File: src/rtl/core/iocc_pkg.sv
// ----------------------------------------------------------------------------
// iocc_pkg
// Types and constants shared by the IMU offset calibrate/correct unit.
// ----------------------------------------------------------------------------
package iocc_pkg;

    localparam int AXIS_W        = 16;
    localparam int NUM_AXES      = 6;
    localparam int CAL_COUNT_DEF = 128;

    // axis order: ax, ay, az, gx, gy, gz
    localparam int AXIS_ACCEL_Z  = 2;

    // 1 g in accelerometer counts
    localparam logic [AXIS_W-1:0] ONE_G = AXIS_W'(16'hFFFF >> 2);

    typedef enum logic
    {
        REQ_MEASURE = 1'b0,
        REQ_CAL     = 1'b1
    } req_type_t;

    typedef logic signed [AXIS_W-1:0] axis_t;

    typedef struct packed
    {
        req_type_t req_type;
        axis_t     accel_x;
        axis_t     accel_y;
        axis_t     accel_z;
        axis_t     gyro_x;
        axis_t     gyro_y;
        axis_t     gyro_z;
    } sample_t;

    typedef struct packed
    {
        axis_t corr_accel_x;
        axis_t corr_accel_y;
        axis_t corr_accel_z;
        axis_t corr_gyro_x;
        axis_t corr_gyro_y;
        axis_t corr_gyro_z;
        logic  cal_done;
    } result_t;

    // pipeline control from the sequencer to every lane
    typedef struct packed
    {
        logic load;     // word accepted this cycle
        logic cal;      // accepted word is a calibration sample
        logic finish;   // accepted word completes a run
        logic adv1;     // stage 1 -> stage 2
        logic adv2;     // stage 2 -> stage 3
        logic adv3;     // stage 3 -> output register
        logic finish3;  // word in stage 3 completed a run
    } ctrl_t;

endpackage

File: src/rtl/core/imu_offset_calibrate_correct_unit.sv
// ----------------------------------------------------------------------------
// imu_offset_calibrate_correct_unit
// Six-axis IMU offset correction with averaging bias calibration.
// ----------------------------------------------------------------------------
//   channel  | handshake                   | word
//   ---------+-----------------------------+---------------------------------
//   sample   | sample_valid / sample_stall | sample_t: req_type, 6 raw axes
//   result   | result_valid / result_stall | result_t: 6 corrected, cal_done
//
// One word per cycle sustained while result_stall is low; a result is registered
// through the lane stages for running sum, abs and reciprocal multiply, the last
// one feeding the offset update as it loads the output register.
// Reset clears sums, offsets, sample count and valids.
// result_stall backs up the pipeline; sample_stall rises only with all
// stages and the output register full.
// ----------------------------------------------------------------------------
module imu_offset_calibrate_correct_unit
    import iocc_pkg::*;
#(
    parameter int CAL_COUNT = CAL_COUNT_DEF
)
(
    input  logic    clk,
    input  logic    rst_n,
    input  logic    sample_valid,
    output logic    sample_stall,
    input  sample_t sample,
    output logic    result_valid,
    input  logic    result_stall,
    output result_t result
);

    ctrl_t   ctrl;
    axis_t   raw_axes  [NUM_AXES];
    axis_t   corr_axes [NUM_AXES];
    result_t result_reg;

    iocc_ctrl #(
        .CAL_COUNT (CAL_COUNT)
    ) u_ctrl (
        .clk          (clk),
        .rst_n        (rst_n),
        .sample_valid (sample_valid),
        .req_type     (sample.req_type),
        .sample_stall (sample_stall),
        .result_stall (result_stall),
        .result_valid (result_valid),
        .ctrl         (ctrl)
    );

    assign raw_axes[0] = sample.accel_x;
    assign raw_axes[1] = sample.accel_y;
    assign raw_axes[2] = sample.accel_z;
    assign raw_axes[3] = sample.gyro_x;
    assign raw_axes[4] = sample.gyro_y;
    assign raw_axes[5] = sample.gyro_z;

    for (genvar i = 0; i < NUM_AXES; i++)
    begin : g_lane
        iocc_lane #(
            .CAL_COUNT (CAL_COUNT),
            .GRAV_AXIS (i == AXIS_ACCEL_Z)
        ) u_lane (
            .clk   (clk),
            .rst_n (rst_n),
            .ctrl  (ctrl),
            .raw   (raw_axes[i]),
            .corr  (corr_axes[i])
        );
    end

    // merge lanes into the output word
    always_ff @(posedge clk)
    begin
        if (ctrl.adv3)
        begin
            result_reg.corr_accel_x <= corr_axes[0];
            result_reg.corr_accel_y <= corr_axes[1];
            result_reg.corr_accel_z <= corr_axes[2];
            result_reg.corr_gyro_x  <= corr_axes[3];
            result_reg.corr_gyro_y  <= corr_axes[4];
            result_reg.corr_gyro_z  <= corr_axes[5];
            result_reg.cal_done     <= ctrl.finish3;
        end
    end

    assign result = result_reg;

endmodule

File: src/rtl/core/iocc_ctrl.sv
// ----------------------------------------------------------------------------
// iocc_ctrl
// Sample counter and valid tracking for the three-stage lane pipeline and
// the output register; produces the stage advance strobes.
// ----------------------------------------------------------------------------
module iocc_ctrl
    import iocc_pkg::*;
#(
    parameter int CAL_COUNT = CAL_COUNT_DEF
)
(
    input  logic      clk,
    input  logic      rst_n,
    input  logic      sample_valid,
    input  req_type_t req_type,
    output logic      sample_stall,
    input  logic      result_stall,
    output logic      result_valid,
    output ctrl_t     ctrl
);

    localparam int CNT_W = $clog2(CAL_COUNT + 1);

    logic [CNT_W-1:0] cnt_reg;
    logic [CNT_W-1:0] cnt_next;
    logic [CNT_W-1:0] cnt_inc;

    logic v1_reg, v2_reg, v3_reg, out_valid_reg;
    logic v1_next, v2_next, v3_next, out_valid_next;
    logic fin1_reg, fin2_reg, fin3_reg;

    logic out_free, s3_free, s2_free, s1_free;

    always_comb
    begin
        out_free = !out_valid_reg || !result_stall;
        s3_free  = !v3_reg || out_free;
        s2_free  = !v2_reg || s3_free;
        s1_free  = !v1_reg || s2_free;

        cnt_inc = cnt_reg + 1'b1;

        ctrl.load    = sample_valid && s1_free;
        ctrl.cal     = (req_type == REQ_CAL);
        ctrl.finish  = ctrl.cal && (cnt_inc == CNT_W'(CAL_COUNT));
        ctrl.adv1    = v1_reg && s2_free;
        ctrl.adv2    = v2_reg && s3_free;
        ctrl.adv3    = v3_reg && out_free;
        ctrl.finish3 = fin3_reg;

        cnt_next = cnt_reg;
        if (ctrl.load && ctrl.cal)
        begin
            cnt_next = ctrl.finish ? '0 : cnt_inc;
        end

        v1_next        = ctrl.load || (v1_reg && !ctrl.adv1);
        v2_next        = ctrl.adv1 || (v2_reg && !ctrl.adv2);
        v3_next        = ctrl.adv2 || (v3_reg && !ctrl.adv3);
        out_valid_next = ctrl.adv3 || (out_valid_reg && result_stall);
    end

    always_ff @(posedge clk or negedge rst_n)
    begin
        if (!rst_n)
        begin
            cnt_reg       <= '0;
            v1_reg        <= 1'b0;
            v2_reg        <= 1'b0;
            v3_reg        <= 1'b0;
            out_valid_reg <= 1'b0;
            fin1_reg      <= 1'b0;
            fin2_reg      <= 1'b0;
            fin3_reg      <= 1'b0;
        end
        else
        begin
            cnt_reg       <= cnt_next;
            v1_reg        <= v1_next;
            v2_reg        <= v2_next;
            v3_reg        <= v3_next;
            out_valid_reg <= out_valid_next;
            if (ctrl.load)
            begin
                fin1_reg <= ctrl.finish;
            end
            if (ctrl.adv1)
            begin
                fin2_reg <= fin1_reg;
            end
            if (ctrl.adv2)
            begin
                fin3_reg <= fin2_reg;
            end
        end
    end

    assign sample_stall = !s1_free;
    assign result_valid = out_valid_reg;

endmodule

File: src/rtl/core/iocc_lane.sv
// ----------------------------------------------------------------------------
// iocc_lane
// One axis: running sum, divide-by-count through a constant reciprocal,
// stored offset and offset subtraction.
// ----------------------------------------------------------------------------
module iocc_lane
    import iocc_pkg::*;
#(
    parameter int   CAL_COUNT = CAL_COUNT_DEF,
    parameter logic GRAV_AXIS = 1'b0
)
(
    input  logic  clk,
    input  logic  rst_n,
    input  ctrl_t ctrl,
    input  axis_t raw,
    output axis_t corr
);

    localparam int DIV_LOG = $clog2(CAL_COUNT);
    localparam int SUM_W   = AXIS_W + DIV_LOG;
    localparam int MAG_W   = SUM_W;
    localparam int RCP_W   = MAG_W + 1;
    localparam int DIV_SH  = MAG_W + DIV_LOG;
    localparam int PROD_W  = MAG_W + RCP_W;
    localparam int Q_W     = PROD_W - DIV_SH;

    // ceil(2^DIV_SH / CAL_COUNT): exact quotient for any magnitude below 2^MAG_W
    localparam logic [RCP_W-1:0] RECIP =
        RCP_W'(((64'd1 << DIV_SH) + 64'(CAL_COUNT) - 64'd1) / 64'(CAL_COUNT));

    localparam logic [AXIS_W-1:0] GRAV_OFS = GRAV_AXIS ? ONE_G : '0;
    localparam logic [AXIS_W-1:0] ADJ_POS  = AXIS_W'(0) - GRAV_OFS;
    localparam logic [AXIS_W-1:0] ADJ_NEG  = AXIS_W'(1) - GRAV_OFS;

    logic signed [SUM_W-1:0] sum_reg;
    logic signed [SUM_W-1:0] sum_next;
    logic signed [SUM_W-1:0] sum_add;

    axis_t                   raw1_reg, raw2_reg, raw3_reg;
    logic signed [SUM_W-1:0] tot1_reg;
    logic                    neg2_reg, neg3_reg;
    logic [MAG_W-1:0]        mag2_reg;
    logic [MAG_W-1:0]        mag_next;
    logic [PROD_W-1:0]       prod3_reg;
    logic [PROD_W-1:0]       prod_next;

    logic [Q_W-1:0]          quot_full;
    logic [AXIS_W-1:0]       quot;
    logic [AXIS_W-1:0]       ofs_base;
    logic [AXIS_W-1:0]       ofs_adj;
    logic [AXIS_W-1:0]       offset_reg;
    logic [AXIS_W-1:0]       offset_next;

    always_comb
    begin
        sum_add  = sum_reg + SUM_W'(raw);
        sum_next = sum_reg;
        if (ctrl.load && ctrl.cal)
        begin
            sum_next = ctrl.finish ? '0 : sum_add;
        end

        // two's complement negate also covers the most negative sum
        mag_next  = tot1_reg[SUM_W-1] ? MAG_W'(-tot1_reg) : MAG_W'(tot1_reg);
        prod_next = PROD_W'(mag2_reg) * PROD_W'(RECIP);

        quot_full = prod3_reg[PROD_W-1:DIV_SH];
        quot      = quot_full[AXIS_W-1:0];

        // -q - g = ~q + (1 - g)
        ofs_base    = neg3_reg ? ~quot : quot;
        ofs_adj     = neg3_reg ? ADJ_NEG : ADJ_POS;
        offset_next = ofs_base + ofs_adj;
    end

    always_ff @(posedge clk or negedge rst_n)
    begin
        if (!rst_n)
        begin
            sum_reg    <= '0;
            offset_reg <= '0;
        end
        else
        begin
            sum_reg <= sum_next;
            if (ctrl.adv3 && ctrl.finish3)
            begin
                offset_reg <= offset_next;
            end
        end
    end

    always_ff @(posedge clk)
    begin
        if (ctrl.load)
        begin
            raw1_reg <= raw;
            tot1_reg <= sum_add;
        end
        if (ctrl.adv1)
        begin
            raw2_reg <= raw1_reg;
            neg2_reg <= tot1_reg[SUM_W-1];
            mag2_reg <= mag_next;
        end
        if (ctrl.adv2)
        begin
            raw3_reg  <= raw2_reg;
            neg3_reg  <= neg2_reg;
            prod3_reg <= prod_next;
        end
    end

    // offset is read as the word leaves stage 3, in step with its update
    assign corr = axis_t'(raw3_reg - offset_reg);

endmodule

File: config.mk
export PLATFORM = sky130hd
export DESIGN_NAME = imu_offset_calibrate_correct_unit
export DESIGN_NICKNAME = d
export VERILOG_FILES = /design/src/rtl/core/iocc_pkg.sv /design/src/rtl/core/imu_offset_calibrate_correct_unit.sv /design/src/rtl/core/iocc_ctrl.sv /design/src/rtl/core/iocc_lane.sv
export SDC_FILE = /design/constraint.sdc
export NUM_CORES = 1
export LEC_CHECK = 0
export BUFFER_PORTS_ARGS = -buffer_cell sky130_fd_sc_hd__buf_4
export CORE_MARGIN = 3
export CORE_UTILIZATION = 45
export DETAILED_ROUTE_END_ITERATION = 7
export GPL_TIMING_DRIVEN = 0
export SYNTH_ARGS = -nofsm -noshare
export SYNTH_HDL_FRONTEND = slang
export SYNTH_SLANG_ARGS = --single-unit
export TNS_END_PERCENT = 30
File: constraint.sdc
create_clock -name clk -period 9.25 [get_ports clk]
set_input_delay 1.85 -clock clk [delete_from_list [all_inputs] [get_ports clk]]
set_output_delay 1.85 -clock clk [all_outputs]
set_load 0.01 [all_outputs]
# [Word level (Yosys, flattened, before mapping)]
# Index checks and enable logic that the tools add are counted.
[totals] reg_bits=1060 in_bits=101 word_cells=166
[classes] add_sub_neg=25 eq_ne=1 n_mux=25 n_bitwise=6 reduce_logical=28
[ops] cell="$add 23x16->23" n=6
[ops] cell="$mux 23" n=6
[ops] cell="$neg 23->23" n=6
[ops] cell="$mux 22" n=6
[ops] cell="$add 16x16->16" n=6
[ops] cell="$mux 16" n=6
[ops] cell="$not 16->16" n=6
[ops] cell="$sub 16x16->16" n=6
[ops] cell="$logic_and 1x1->1" n=11
[ops] cell="$logic_not 1->1" n=9
[ops] cell="$add 8x1->8 const B" n=1
[ops] cell="$eq 8x8->1 const B" n=1
[ops] cell="$logic_or 1x1->1" n=8
[ops] cell="$mux 8" n=1
[ops] cell="$mux 1" n=5
[ops] cell="$mux 2" n=1

# [Depth between registers and ports, before layout]
# Gate-level depths: netlist of run 1.
[logic_depth] ltp_word=8 mapped_depth=14 mapped_depth_nobuf=13

# [Hierarchy]
# From an unflattened synthesis of run 1, not the netlist that was laid out.
[hier_totals] hier_cells=3842 hier_area_um2=47423.0
[modules_own_cells] module="iocc_lane at g_lane[0].u_lane ..." instances=2 cells_each=614 area_per_inst_um2=7294.5 seq_area_each_um2=4129.0
[modules_own_cells] module="iocc_lane at g_lane[4].u_lane" instances=1 cells_each=625 area_per_inst_um2=7367.1 seq_area_each_um2=4129.0
[modules_own_cells] module="iocc_lane at g_lane[1].u_lane" instances=1 cells_each=614 area_per_inst_um2=7300.8 seq_area_each_um2=4129.0
[modules_own_cells] module="iocc_lane at g_lane[2].u_lane" instances=1 cells_each=606 area_per_inst_um2=7250.7 seq_area_each_um2=4129.0
[modules_own_cells] module="iocc_lane at g_lane[5].u_lane" instances=1 cells_each=597 area_per_inst_um2=7195.7 seq_area_each_um2=4129.0
[modules_own_cells] module="imu_offset_calibrate_correct_unit" instances=1 cells_each=97 area_per_inst_um2=2912.8 seq_area_each_um2=2912.8
[modules_own_cells] module="iocc_ctrl" instances=1 cells_each=75 area_per_inst_um2=807.0 seq_area_each_um2=375.4

# [Worst setup path after synthesis of run 1]
# Ideal clock, no wire load.
[synth_timing] path_type="input-to-reg" from="input port result_stall" to="register g_lane[1].u_lane.sum_reg[0]" t_arrival_ps=8645 t_required_ps=9115 setup_slack_ps=469 path_stages=9 cell_sequence="nand4_1 or2_2 and2_1 nand2_1 clkbuf_1 clkbuf_1 buf_1 nand2_1 o21ai_0"
[synth_lines] item="from (decl)" line_no="imu_offset_calibrate_correct_unit.sv:29" rtl="input logic result_stall,"
[synth_lines] item="to (signal assigned)" line_no="iocc_lane.sv:86" rtl="sum_reg <= sum_next;"
[synth_lines] item="to (decl)" line_no="iocc_lane.sv:36" rtl="logic signed [SUM_W-1:0] sum_reg;"

==> impl_summary.md, run 1 <==
Floorplan
The floorplan step defined a die boundary enclosing 0.1069 mm². The initial utilization of the core area, before any placement, comes to 0.4543. The die outline width is 326.9 µm. The top-level I/O count is 200. The core region is 0.1020 mm². The height of the chip is 326.9 µm. The floorplan has 117 rows.

Clock tree
The number of gates resized after CTS was 0. TritonCTS built the clock tree. The number of clock buffers added by TritonCTS is 106. The hold-fix buffer count after cts is 0. The worst-skew pair later-pin latency is 0.69 ns. The cell at the root of the clock tree is sky130_fd_sc_hd__clkbuf_16. The H-tree generated during clock tree synthesis spans 3 levels. Clock-pin slew was measured on the worst setup and hold paths at 0.07 ns. For this design, the sink count on the clock tree is 976. The deepest clock path buffer count is 3. The number of buffers inserted by post-CTS setup repair is 0.

Min path
The worst hold path belongs to the class reg2reg. The hold path startpoint is g_lane[4].u_lane.mag2_reg[8].

Power and ir drop
The power density normalized to cell area is 347.9 mW/mm². The peak supply drop is 0.0001742 V. The analysis attributes to cell leakage a power of 21.09 nW.

Timing
Setup repair after global routing left no endpoint under its margin. The slew at the pin with the worst max-slew slack is 1.386 ns. Derived from the worst setup path, the maximum achievable clock frequency is 185.3 MHz. The fraction of the cycle the final worst path needs is 0.5836. The number of slew-limit violations in the final report is 0. The worst path in the final design needs a cycle of 5.398 ns, including I/O delays and setup. Setup violations remaining at the end of the flow were counted as 0. The number of endpoints with negative hold slack in the final report is 0.

The setup skew after layout is 0.03164 ns. The final-layout worst hold slack is 0.4094 ns. Measured against its own limit, the worst slew margin works out to 0.07620. The total negative setup slack is 0 ns.

Final layout
The finished layout holds 5521 standard cells, fillers aside. After routing the design area is 0.05358 mm². The filler cells instantiated in the layout total 8784. The core utilization of the finished layout is 0.5251. Compared with the post-synthesis result, the final layout area differs by 15.59%. Of the cells placed in the final design, the portion with a size suffix greater than 1 is 0.1145. The final layout contains 4403 nets.

Critical path
The maximum fanout along the worst path is 46. At the worst endpoint, the arrival time is 5.98 ns. The launching point of the worst reg2reg path is u_ctrl.result_valid. The critical path start-end classification is in2reg. In this run the worst setup path begins at result_stall.

The type of element launching the critical path is an input port. For the worst setup path, the data required time is 9.83 ns. The nature of the critical path endpoint is a register.

Yosys
Of the post-synthesis cell area, the dominant cell type holds 0.4710. The area share of fa/ha/maj cells after synthesis is 0.06889. The share of flip-flops with an asynchronous set or reset after synthesis is 0.2551. The top flip-flop cell by instance count after synthesis is sky130_fd_sc_hd__edfxtp_1. The largest total area in the synthesized netlist belongs to sky130_fd_sc_hd__edfxtp_1. The most numerous cell in the Yosys netlist is sky130_fd_sc_hd__edfxtp_1. The average size of a mapped cell is 12.41 µm². In this run, synthesis produced a sequential element count of 976. The compound-cell area share of the yosys netlist was 0.1226. The post-synthesis xor/xnor area fraction is 0.07672. The share of the Yosys chip area taken by registers is 0.6054. The simple-gate share of the synthesized area is 0.09615. The distinct cell type count of the synthesized netlist is 83. By area, the combinational part of the netlist is dominated by compound AO/OA/AOI/OAI gates. After synthesis, the share of cell area in mux cells is 0.006263. The cell area after synthesis is 0.04635 mm². Ranked by total cell area, the synthesized netlist is headed by sky130_fd_sc_hd__edfxtp_1, sky130_fd_sc_hd__dfrtp_1, sky130_fd_sc_hd__ha_1, sky130_fd_sc_hd__xnor2_1, sky130_fd_sc_hd__nand2_1. The number of cells produced by synthesis is 3734. The number of synthesized flops with an enable pin is 727. When the netlist entered floorplanning its net count stood at 4083. The commonest cells after synthesis are sky130_fd_sc_hd__edfxtp_1, sky130_fd_sc_hd__nand2_1, sky130_fd_sc_hd__xnor2_1, sky130_fd_sc_hd__dfrtp_1, sky130_fd_sc_hd__o21ai_0. The count of synthesis-stage warnings from yosys is 0.

Route
The number of iterations in the first detailed-routing pass is 5. The detailed-route vias per instance is 5.282. The number of remaining DRC errors is 0.

After the first detailed-routing iteration, the DRC count stood at 2010. In this run the remaining antenna-violating nets after routing total 0. Across all layers, the routed design uses 29160 vias.

In the final routed layout, each cell accounts on average for 18.80 µm. The routed design has 103800 µm of wire.

Global routing
For this run, the total global-route usage over all layers was measured as 0.1935. Summed over all layers, the global routing overflow is 0. The number of global-route vias before repair came to 28270. The met1 capacity usage during global routing is 0.2634. Entering global routing, the biggest net connects 89 pins. For this run, global-route usage on met3 was measured as 0.03443.

After global routing, the most crowded layer is met2. The global-route met2 utilization is 0.3212. The global-route wire length before repair is 161000 µm. The initial antenna violation count is 10.

Placed design
After detailed placement, the design holds a cell count of 5314. In this run the cell area measured after placement is 0.04992 mm². Port buffering added 199 buffers. The final weighted congestion of routability-driven global placement is 0.8772. The detailed placer's ending HPWL is 74930 µm.

Outcome
The flow ran to the end, and the final reports show no timing, DRC or antenna violations.

Flow run
The number of violations of the max-capacitance limit is 0.
## power by group
part           leakage, nW  switching [mW]  internal, mW
Clock                 1.77            1.77          2.59
Sequential            10.2           0.862          6.85
Combinational         9.11            3.64          2.93
Total                 21.1            6.28          12.4
## cells by family after synthesis
group | after synthesis
flip-flops | 976
AND/OR/NAND/NOR | 914
AO/OA/AOI/OAI | 869
adder cells (fa/ha/maj) | 248
XOR/XNOR | 406
buffers and inverters | 293
multiplexers | 28
## cell usage in the layout (no fill, tap or decap), types with 21 or more instances in the layout
cell type	synthesis	routed
sky130_fd_sc_hd__a211oi_1	21	21
sky130_fd_sc_hd__a21o_1	74	74
sky130_fd_sc_hd__a21oi_1	181	181
sky130_fd_sc_hd__a22o_1	77	77
sky130_fd_sc_hd__and3_1	28	28
sky130_fd_sc_hd__buf_4	0	198
sky130_fd_sc_hd__clkbuf_1	82	101
sky130_fd_sc_hd__clkbuf_16	0	106
sky130_fd_sc_hd__dfrtp_1	249	249
sky130_fd_sc_hd__edfxtp_1	727	727
sky130_fd_sc_hd__ha_1	236	236
sky130_fd_sc_hd__inv_1	193	193
sky130_fd_sc_hd__nand2_1	370	370
sky130_fd_sc_hd__nand2b_1	43	43
sky130_fd_sc_hd__nand3_1	62	62
sky130_fd_sc_hd__nor2_1	190	190
sky130_fd_sc_hd__nor2b_1	44	44
sky130_fd_sc_hd__nor3_1	37	37
sky130_fd_sc_hd__o21a_1	29	29
sky130_fd_sc_hd__o21ai_0	244	244
sky130_fd_sc_hd__o21bai_1	24	24
sky130_fd_sc_hd__o22ai_1	23	23
sky130_fd_sc_hd__o31ai_1	22	22
sky130_fd_sc_hd__xnor2_1	294	294
sky130_fd_sc_hd__xor2_1	112	112
## worst paths after layout
path	slack (ns)	cells past startpoint	end
setup reg to reg	4.70	8	g_lane[5].u_lane.offset_reg[10]
hold / removal	0.41	0	g_lane[4].u_lane.prod3_reg[31]
hold reg to reg	0.41	0	g_lane[4].u_lane.prod3_reg[31]
max in group asynchronous	6.69	3	g_lane[1].u_lane.offset_reg[15]
setup / recovery	3.85	9	g_lane[5].u_lane.offset_reg[10]
min in group asynchronous	1.13	1	g_lane[3].u_lane.sum_reg[20]
## worst max-delay path, stage by stage
cell and delay (ns):
sky130_fd_sc_hd__buf_4 0.10, sky130_fd_sc_hd__nand2_1 0.06, sky130_fd_sc_hd__and2_4 0.40, sky130_fd_sc_hd__nand2_1 0.63, sky130_fd_sc_hd__clkbuf_1 1.07, sky130_fd_sc_hd__clkbuf_1 1.02
sky130_fd_sc_hd__buf_1 0.57, sky130_fd_sc_hd__nand2_1 0.10, sky130_fd_sc_hd__o21ai_0 0.11
## final cells by class
| cell class | count | area [µm²] | area share |
|---|---|---|---|
| Multi-Input combinational cell | 2465 | 17190 | 0.3208 |
| Tap cell | 1368 | 1712 | 0.03195 |
| Sequential cell | 976 | 28060 | 0.5238 |
| Antenna cell | 6 | 15.01 | 0.0002802 |
| Clock inverter | 67 | 795.8 | 0.01485 |
| Timing Repair Buffer | 212 | 1844 | 0.03442 |
| Inverter | 193 | 724.4 | 0.01352 |
| Clock buffer | 134 | 2848 | 0.05315 |
| Buffer | 100 | 385.4 | 0.007193 |
## metrics by stage
| stage | power [mW] | worst slack (ns) |
|---|---|---|
| floorplan | 12.49 | 0.4692 |
| global placement | 14.32 | -3.640 |
| detailed placement | 14.37 | 3.011 |
| CTS | 18.82 | 3.742 |
| global route | 19.94 | 3.653 |
| finish | 18.64 | 3.852 |
## routing by layer
layer,part of all wire,vias up,wire [µm]
li1,-,14360,-
met1,0.45,14120,46600
met2,0.48,534,49490
met3,0.054,139,5602
met4,0.020,6,2079
met5,0.00036,-,37
Power figures use the tool's default switching activity.
==> run 2, diff against run 1 <==
==> constraint.sdc (replaced) <==
create_clock -name clk -period 4.5 [get_ports clk]
set_input_delay 0.9 -clock clk [delete_from_list [all_inputs] [get_ports clk]]
set_output_delay 0.9 -clock clk [all_outputs]
set_load 0.01 [all_outputs]
==> run 2 against run 1 <==
Compared with the run above:
- total power grew 100%
- utilization fell by 0.16 points
- clock-buffer cell count up 20
- sequential cell count did not move
- global-route usage is 0.079 points lower
- first-iteration DRC count down 9.3%
- combinational power rose by 110%
- critical path depth unchanged
- setup slack worse by 3.6 ns
- routed wire length down 0.25%
- critical path type is now reg2reg
- largest cell class unchanged
- largest power group unchanged
==> impl_summary.md, run 2 (synthesis results as in run 1) <==
Outcome
Status: complete, no violations (unchanged).

Clock tree
The hold-fix buffer count after cts is 0 (unchanged). The deepest clock path buffer count is 3 (unchanged). The CTS clock-pin slew for the worst setup and hold paths is 0.06 ns (was 0.07 ns). The total number of clock tree sinks is 976 (unchanged).

The number of buffers added by the clock tree synthesis step is 105 (was 106). The CTS tree is built (unchanged). The number of H-tree levels is 3 (unchanged).

The cell at the root of the clock tree is sky130_fd_sc_hd__clkbuf_16 (unchanged). The worst-skew pair later-pin latency was 0.67 ns (was 0.69 ns).

Timing
The number of endpoints with negative hold slack in the final report came to 0 (unchanged). Setup repair after global routing missed its margin: false (unchanged). The post-route minimum period is 4.261 ns.

The headroom to the max-slew limit is 0.1280 (was 0.07620). The total negative setup slack came to 0 ns (unchanged). The final number of setup-violating endpoints is 0 (unchanged). The highest clock rate is 234.7 MHz. The final-layout worst hold slack is 0.2466 ns (was 0.4094 ns).

The slew at the pin with the worst max-slew slack is 1.308 ns (was 1.386 ns). The number of slew-limit violations in the final report is 0 (unchanged). The setup skew after layout was 0.02478 ns (was 0.03164 ns). The fraction of the cycle the final worst path needs is 0.9470.

Placed design
The final weighted congestion of routability-driven global placement is 0.8729 (was 0.8772). The detailed placer's ending HPWL is 74800 µm (was 74930 µm). The count of input and output buffers came to 199 (unchanged).

Floorplan
The die outline width was 326.9 µm (unchanged). The number of rows created at floorplan is 117 (unchanged). The height of the chip is 326.9 µm (unchanged). The starting density of the core came to 0.4543 (unchanged). The top-level I/O count is 200 (unchanged). The floorplan core area is 0.1020 mm² (unchanged). The area of the die was 0.1069 mm² (unchanged).

Global routing
The aggregate global-route resource usage came to 0.1927 (was 0.1935). The global-route wire length before repair is 160400 µm (was 161000 µm). The initial antenna violation count is 7 (was 10). The pin count of the biggest net entering global routing is 97 (was 89). The total global routing overflow came to 0 (unchanged). The number of global-route vias before repair is 28580 (was 28270).

Route
The overall routed net length is 103500 µm (was 103800 µm). The first-iteration detailed-routing DRC count was 1823 (was 2010). The number of iterations in the first detailed-routing pass is 5 (unchanged). The overall via count from detail_route is 29170 (was 29160).

The final antenna-violating net count is 0 (unchanged). The detailed-route vias per instance is 5.286 (was 5.282). The number of remaining DRC errors was 0 (unchanged). The average routed wire per standard cell is 18.76 µm (was 18.80 µm).

Final layout
The most common cell after layout, fill and taps aside is sky130_fd_sc_hd__edfxtp_1 (unchanged). The final net count is 4403 (unchanged). Commonest cells after routing, fill and taps aside: sky130_fd_sc_hd__edfxtp_1, sky130_fd_sc_hd__nand2_1, sky130_fd_sc_hd__xnor2_1 (unchanged). The share of final-layout standard cells stronger than drive strength 1 is 0.1108 (was 0.1145). The layout overhead on the synthesized area is 15.24% (was 15.59%). The fill cell total of the finished layout is 8856 (was 8784).

Critical path
The signal arrival time at the worst endpoint is 4.76 ns (was 5.98 ns). The type of element launching the critical path is a register (was input port). The beginning of the critical path is u_ctrl.result_valid (was result_stall). The launching point of the worst reg2reg path is u_ctrl.result_valid (unchanged). The critical path start-end classification is reg2reg (was in2reg). The data required time at the worst endpoint is 5.00 ns (was 9.83 ns). The nature of the critical path endpoint was a register (unchanged). The maximum fanout along the worst path is 46 (unchanged).

Power and ir drop
The total leakage power is 21.01 nW (was 21.09 nW). The peak supply drop is 0.0004144 V (was 0.0001742 V). The sequential fraction of design power is 0.418 (was 0.414). The clock share of power is 0.226 (was 0.234).

The proportion of total power due to net switching is 0.3359 (was 0.3367). The total design power is 37.94 mW (was 18.64 mW). The cell internal power dissipation came to 25.20 mW (was 12.36 mW). The net switching power is 12.74 mW (was 6.276 mW).

The power density normalized to cell area is 710.3 mW/mm² (was 347.9 mW/mm²). The power share of the combinational group is 0.357 (was 0.352).

Min path
The class of the tightest hold or removal check is in2async (was reg2reg).

Flow run
The number of violations of the max-capacitance limit is 0 (unchanged).
[run 2: cell count changes in the layout (fill, tap and decap cells not counted), moves of 2 or more]
| cell | before | now |
|---|---|---|
| sky130_fd_sc_hd__clkbuf_1 | 101 | 115 |
| sky130_fd_sc_hd__bufinv_16 | 14 | 8 |
| sky130_fd_sc_hd__clkinv_2 | 18 | 13 |
| sky130_fd_sc_hd__clkbuf_16 | 106 | 110 |
| sky130_fd_sc_hd__clkinv_4 | 4 | 0 |
| sky130_fd_sc_hd__clkinv_8 | 4 | 0 |
| sky130_fd_sc_hd__buf_16 | 11 | 14 |
| sky130_fd_sc_hd__buf_12 | 2 | 0 |
[run 2: power groups by stage]
stage               Sequential [mW]  Combinational (mW)  Clock, mW
global placement               16.1                13.3          0
detailed placement             16.0                13.6          0
global route                   16.2                15.2       9.16
CTS                            15.9                13.6       8.81
floorplan                      15.8                9.83          0
finish                         15.8                13.5       8.56
[run 2: path summary, 6_finish.rpt]
path / endpoint / depth (start not counted) / slack [ns]
worst max register to register: g_lane[2].u_lane.offset_reg[2] / 9 / 0.24
min in group clk: g_lane[5].u_lane.raw3_reg[11] / 0 / 0.41
worst max-delay path: g_lane[2].u_lane.offset_reg[2] / 9 / 0.24
worst min-delay path: g_lane[3].u_lane.sum_reg[20] / 1 / 0.25
max in group asynchronous: g_lane[1].u_lane.sum_reg[13] / 3 / 2.93
worst min register to register: g_lane[5].u_lane.raw3_reg[11] / 0 / 0.41
[run 2: final cells by class]
cell class              instances  area [µm²]  area share
well taps                    1368        1712     0.03204
diodes                          7       17.52   0.0003279
clock inverters                43       420.4    0.007870
flip-flops and latches        976       28060      0.5253
clock buffers                 154        3018     0.05650
plain buffers                 100       386.6    0.007238
inverters                     193       724.4     0.01356
multi-input cells            2465       17190      0.3218
repair buffers                213        1887     0.03532
[run 2: worst max-delay path: stages (launching register included)]
cell                       delay, ns
sky130_fd_sc_hd__dfrtp_1        0.39
sky130_fd_sc_hd__nand2_1        0.09
sky130_fd_sc_hd__and2_4         0.24
sky130_fd_sc_hd__buf_16         0.23
sky130_fd_sc_hd__buf_16         0.22
sky130_fd_sc_hd__nand2_1        0.47
sky130_fd_sc_hd__clkbuf_2       0.65
sky130_fd_sc_hd__clkbuf_1       1.02
sky130_fd_sc_hd__buf_1          0.59
sky130_fd_sc_hd__a21oi_1        0.17
[run 2: timing repair]
action	4_1_cts	5_1_grt
endpoints found under the setup margin	30	0
gates resized for setup	1	0
hold endpoints to repair	0	0
buffers inserted	0	0
[run 2: metrics by stage]
stage / cell area [µm²] / util / setup slack [ns] / instances
after floorplan: 46350 / - / -1.843 / 3734
after global placement: 49560 / 0.4857 / -5.008 / 5301
after detailed placement: 49960 / 0.4896 / -0.8044 / 5315
after CTS: 53400 / 0.5233 / 0.2428 / 5512
after global routing: 53400 / 0.5233 / 0.05455 / 5512
final: 53420 / 0.5235 / 0.2386 / 5519
[run 2: metal layers]
metal	part of all wire	routed length, µm	track usage	up-vias
met5	0.00026	27	0	-
met4	0.028	2949	0.06491	4
met3	0.058	6003	0.03449	166
met2	0.47	48290	0.3131	645
met1	0.45	46280	0.2624	14010
li1	-	-	-	14350
==> run 3, diff against run 2 <==
--- a/config.mk
+++ b/config.mk
@@ -6,8 +6,9 @@
 export NUM_CORES = 1
 export LEC_CHECK = 0
 export BUFFER_PORTS_ARGS = -buffer_cell sky130_fd_sc_hd__buf_4
-export CORE_MARGIN = 3
+export CORE_MARGIN = 2
 export CORE_UTILIZATION = 45
+export CTS_CLUSTER_DIAMETER = 50
 export DETAILED_ROUTE_END_ITERATION = 7
 export GPL_TIMING_DRIVEN = 0
 export SYNTH_ARGS = -nofsm -noshare
==> run 3 against run 2 <==
Compared with the run above:
- register-to-register slack improved by 0.27 ns
- non-clock buffer count stayed put
- hold slack got worse by 0.17 ns
- sequential power is essentially flat
- clock-buffer cell count up 7
- utilization increased by 1.1 points
- highest routed layer unchanged
- combinational power about the same
==> impl_summary.md, run 3 (synthesis results as in run 1) <==
Placed design
The instance area after placement was 0.04998 mm² (was 0.04996 mm²). The count of input and output buffers is 199 (unchanged). The detailed placer's ending HPWL is 75450 µm (was 74800 µm). The final weighted congestion of routability-driven global placement is 0.8599 (was 0.8729). The post-placement worst setup slack is -0.8572 ns (was -0.8044 ns).

Timing
The total negative setup slack is 0 ns (unchanged). The number of slew-limit violations in the final report is 0 (unchanged). The highest clock rate was 250.6 MHz (was 234.7 MHz). The fraction of the cycle the final worst path needs was 0.8868 (was 0.9470). The final number of setup-violating endpoints came to 0 (unchanged). The post-route worst setup slack is 0.5096 ns (was 0.2386 ns).

The headroom to the max-slew limit is 0.1778 (was 0.1280). Setup repair after global routing missed its margin: false (unchanged). The slew at the pin with the worst max-slew slack is 1.232 ns (was 1.308 ns).

The setup skew after layout is 0.03079 ns (was 0.02478 ns). The number of endpoints with negative hold slack in the final report is 0 (unchanged). The post-route minimum period came to 3.990 ns (was 4.261 ns).

Final layout
The fill cell total of the finished layout is 8670 (was 8856). The final non-filler cell area is 0.05455 mm² (was 0.05342 mm²). The most common cell after layout, fill and taps aside is sky130_fd_sc_hd__edfxtp_1 (unchanged). Commonest cells after routing, fill and taps aside: sky130_fd_sc_hd__edfxtp_1, sky130_fd_sc_hd__nand2_1, sky130_fd_sc_hd__xnor2_1 (unchanged). The final net count is 4429 (was 4403). The share of final-layout standard cells stronger than drive strength 1 is 0.1263 (was 0.1108). The total area of multi-input combinational cells is 0.01719 mm² (unchanged). The sequential cell area came to 0.02806 mm² (unchanged). The layout overhead on the synthesized area is 17.69% (was 15.24%). The core utilization of the finished layout was 0.5346 (was 0.5235).

Power and ir drop
The total design power is 40.12 mW (was 37.94 mW). The total leakage power is 21.57 nW (was 21.01 nW). The clock share of power was 0.268 (was 0.226). The sequential fraction of design power came to 0.395 (was 0.418). The peak supply drop was 0.0004117 V (was 0.0004144 V). The power share of the combinational group was 0.337 (was 0.357).

The net switching power is 13.35 mW (was 12.74 mW). The cell internal power dissipation is 26.76 mW (was 25.20 mW). The power density normalized to cell area came to 735.4 mW/mm² (was 710.3 mW/mm²). The proportion of total power due to net switching is 0.3329 (was 0.3359).

Floorplan
The number of rows created at floorplan was 117 (unchanged). The height of the chip was 324.9 µm (was 326.9 µm). The starting density of the core is 0.4543 (unchanged).

The top-level I/O count was 200 (unchanged). The floorplan core area is 0.1020 mm² (unchanged). The area of the die is 0.1056 mm² (was 0.1069 mm²). The die outline width is 324.9 µm (was 326.9 µm).

Route
The first-iteration detailed-routing DRC count is 2409 (was 1823). The detailed-route vias per instance was 5.287 (was 5.286). The overall via count from detail_route was 29390 (was 29170).

The average routed wire per standard cell was 18.74 µm (was 18.76 µm). The number of remaining DRC errors was 0 (unchanged). The overall routed net length is 104200 µm (was 103500 µm). The number of iterations in the first detailed-routing pass is 6 (was 5). The final antenna-violating net count was 0 (unchanged).

Outcome
Status: complete, no violations (unchanged).

Global routing
The pin count of the biggest net entering global routing is 75 (was 97). The aggregate global-route resource usage came to 0.1999 (was 0.1927). The initial antenna violation count is 9 (was 7). The total global routing overflow came to 0 (unchanged). The global-route wire length before repair is 164000 µm (was 160400 µm). The number of global-route vias before repair is 28930 (was 28580).

Clock tree
The number of H-tree levels is 4 (was 3). The number of buffers inserted by post-CTS setup repair came to 0 (unchanged). The cell at the root of the clock tree is sky130_fd_sc_hd__clkbuf_16 (unchanged).

The worst-skew pair later-pin latency was 0.73 ns (was 0.67 ns). The CTS tree is built (unchanged). The total number of clock tree sinks came to 976 (unchanged). The number of buffers added by the clock tree synthesis step is 131 (was 105). The CTS clock-pin slew for the worst setup and hold paths is 0.06 ns (about the same).

The deepest clock path buffer count is 3 (unchanged).

Critical path
The endpoint of the most critical register-to-register path is g_lane[1].u_lane.sum_reg[21] (was g_lane[2].u_lane.offset_reg[2]). The nature of the critical path endpoint is a register (unchanged). The type of element launching the critical path is a register (unchanged). The critical path start-end classification is reg2reg (unchanged). The depth of the worst register-to-register path is 10 (was 9).

The slack of the worst reg-to-reg path was 0.51 ns (was 0.24 ns). The signal arrival time at the worst endpoint is 4.64 ns (was 4.76 ns). The launching point of the worst reg2reg path is u_ctrl.v3_reg (was u_ctrl.result_valid).

The data required time at the worst endpoint is 5.15 ns (was 5.00 ns). The beginning of the critical path is u_ctrl.v3_reg (was u_ctrl.result_valid). The maximum fanout along the worst path was 42 (was 46).

Flow run
The number of violations of the max-capacitance limit is 0 (unchanged).

Min path
The class of the tightest hold or removal check was in2async (unchanged).
-- run 3: cell count changes in the layout (fill, tap and decap cells not counted), sizes merged --
cell      change
clkbuf        +6
bufinv        +8
buf           +1
clkinv       +11
clkinvlp      +3
inv          +17
diode         -6
-- run 3: layout make-up --
| type | count | area share |
|---|---|---|
| clock buffers | 161 | 0.06542 |
| diodes | 1 | 0.00004587 |
| inverters | 193 | 0.01328 |
| multi-input cells | 2465 | 0.3151 |
| clock inverters | 82 | 0.01835 |
| well taps | 1368 | 0.03138 |
| flip-flops and latches | 976 | 0.5144 |
| repair buffers | 214 | 0.03496 |
| plain buffers | 99 | 0.007019 |
-- run 3: layer usage --
layer | GRT usage | share of wire | vias up
li1 | - | - | 14410
met1 | 0.2705 | 0.44 | 14120
met3 | 0.03726 | 0.057 | 178
met2 | 0.3236 | 0.47 | 670
met4 | 0.06944 | 0.027 | 14
met5 | 0 | 0.00089 | -
-- run 3: metrics by stage --
step	instances	hold slack [ns]
after global placement	5301	0.4001
after global routing	5558	0.09543
after floorplan	3734	0.4003
final	5559	0.07848
after CTS	5559	0.05841
after detailed placement	5316	0.4045
-- run 3: worst max-delay path, cell delays in order, from the launching register on --
cell and delay (ns):
sky130_fd_sc_hd__dfrtp_1 0.39, sky130_fd_sc_hd__nand4_1 0.16, sky130_fd_sc_hd__or2_2 0.34, sky130_fd_sc_hd__and2_4 0.32, sky130_fd_sc_hd__buf_16 0.26, sky130_fd_sc_hd__nand2_1 0.11, sky130_fd_sc_hd__clkbuf_1 0.78, sky130_fd_sc_hd__clkbuf_1 0.46
sky130_fd_sc_hd__buf_1 0.87, sky130_fd_sc_hd__nand2_1 0.12, sky130_fd_sc_hd__nand2_1 0.10
-- run 3: power groups by stage --
| stage | clock [mW] | combinational, mW | sequential (mW) |
|---|---|---|---|
| after global routing | 11.4 | 15.3 | 16.2 |
| after CTS | 11.0 | 13.6 | 15.9 |
| after detailed placement | 0 | 13.5 | 16.0 |
| after global placement | 0 | 13.3 | 16.1 |
| after floorplan | 0 | 9.83 | 15.8 |
| final | 10.7 | 13.5 | 15.9 |
-- run 3: worst max-delay path by stage --
stage               slack (ns)                         endpoint  cells past startpoint
global route              0.16  g_lane[5].u_lane.offset_reg[15]                      9
global placement         -4.91  g_lane[5].u_lane.offset_reg[13]                      9
finish                    0.51     g_lane[1].u_lane.sum_reg[21]                     10
CTS                       0.15  g_lane[1].u_lane.offset_reg[10]                     10
detailed placement       -0.86  g_lane[1].u_lane.offset_reg[10]                     11
floorplan                -1.84                  u_ctrl.fin3_reg                      3
-- run 3: timing repair --
action / CTS / global route
gates cloned: 0 / 0
hold buffers: 0 / 0
gates resized for setup: 1 / 0
pin swaps: 0 / 0
endpoints found under the setup margin: 30 / 7
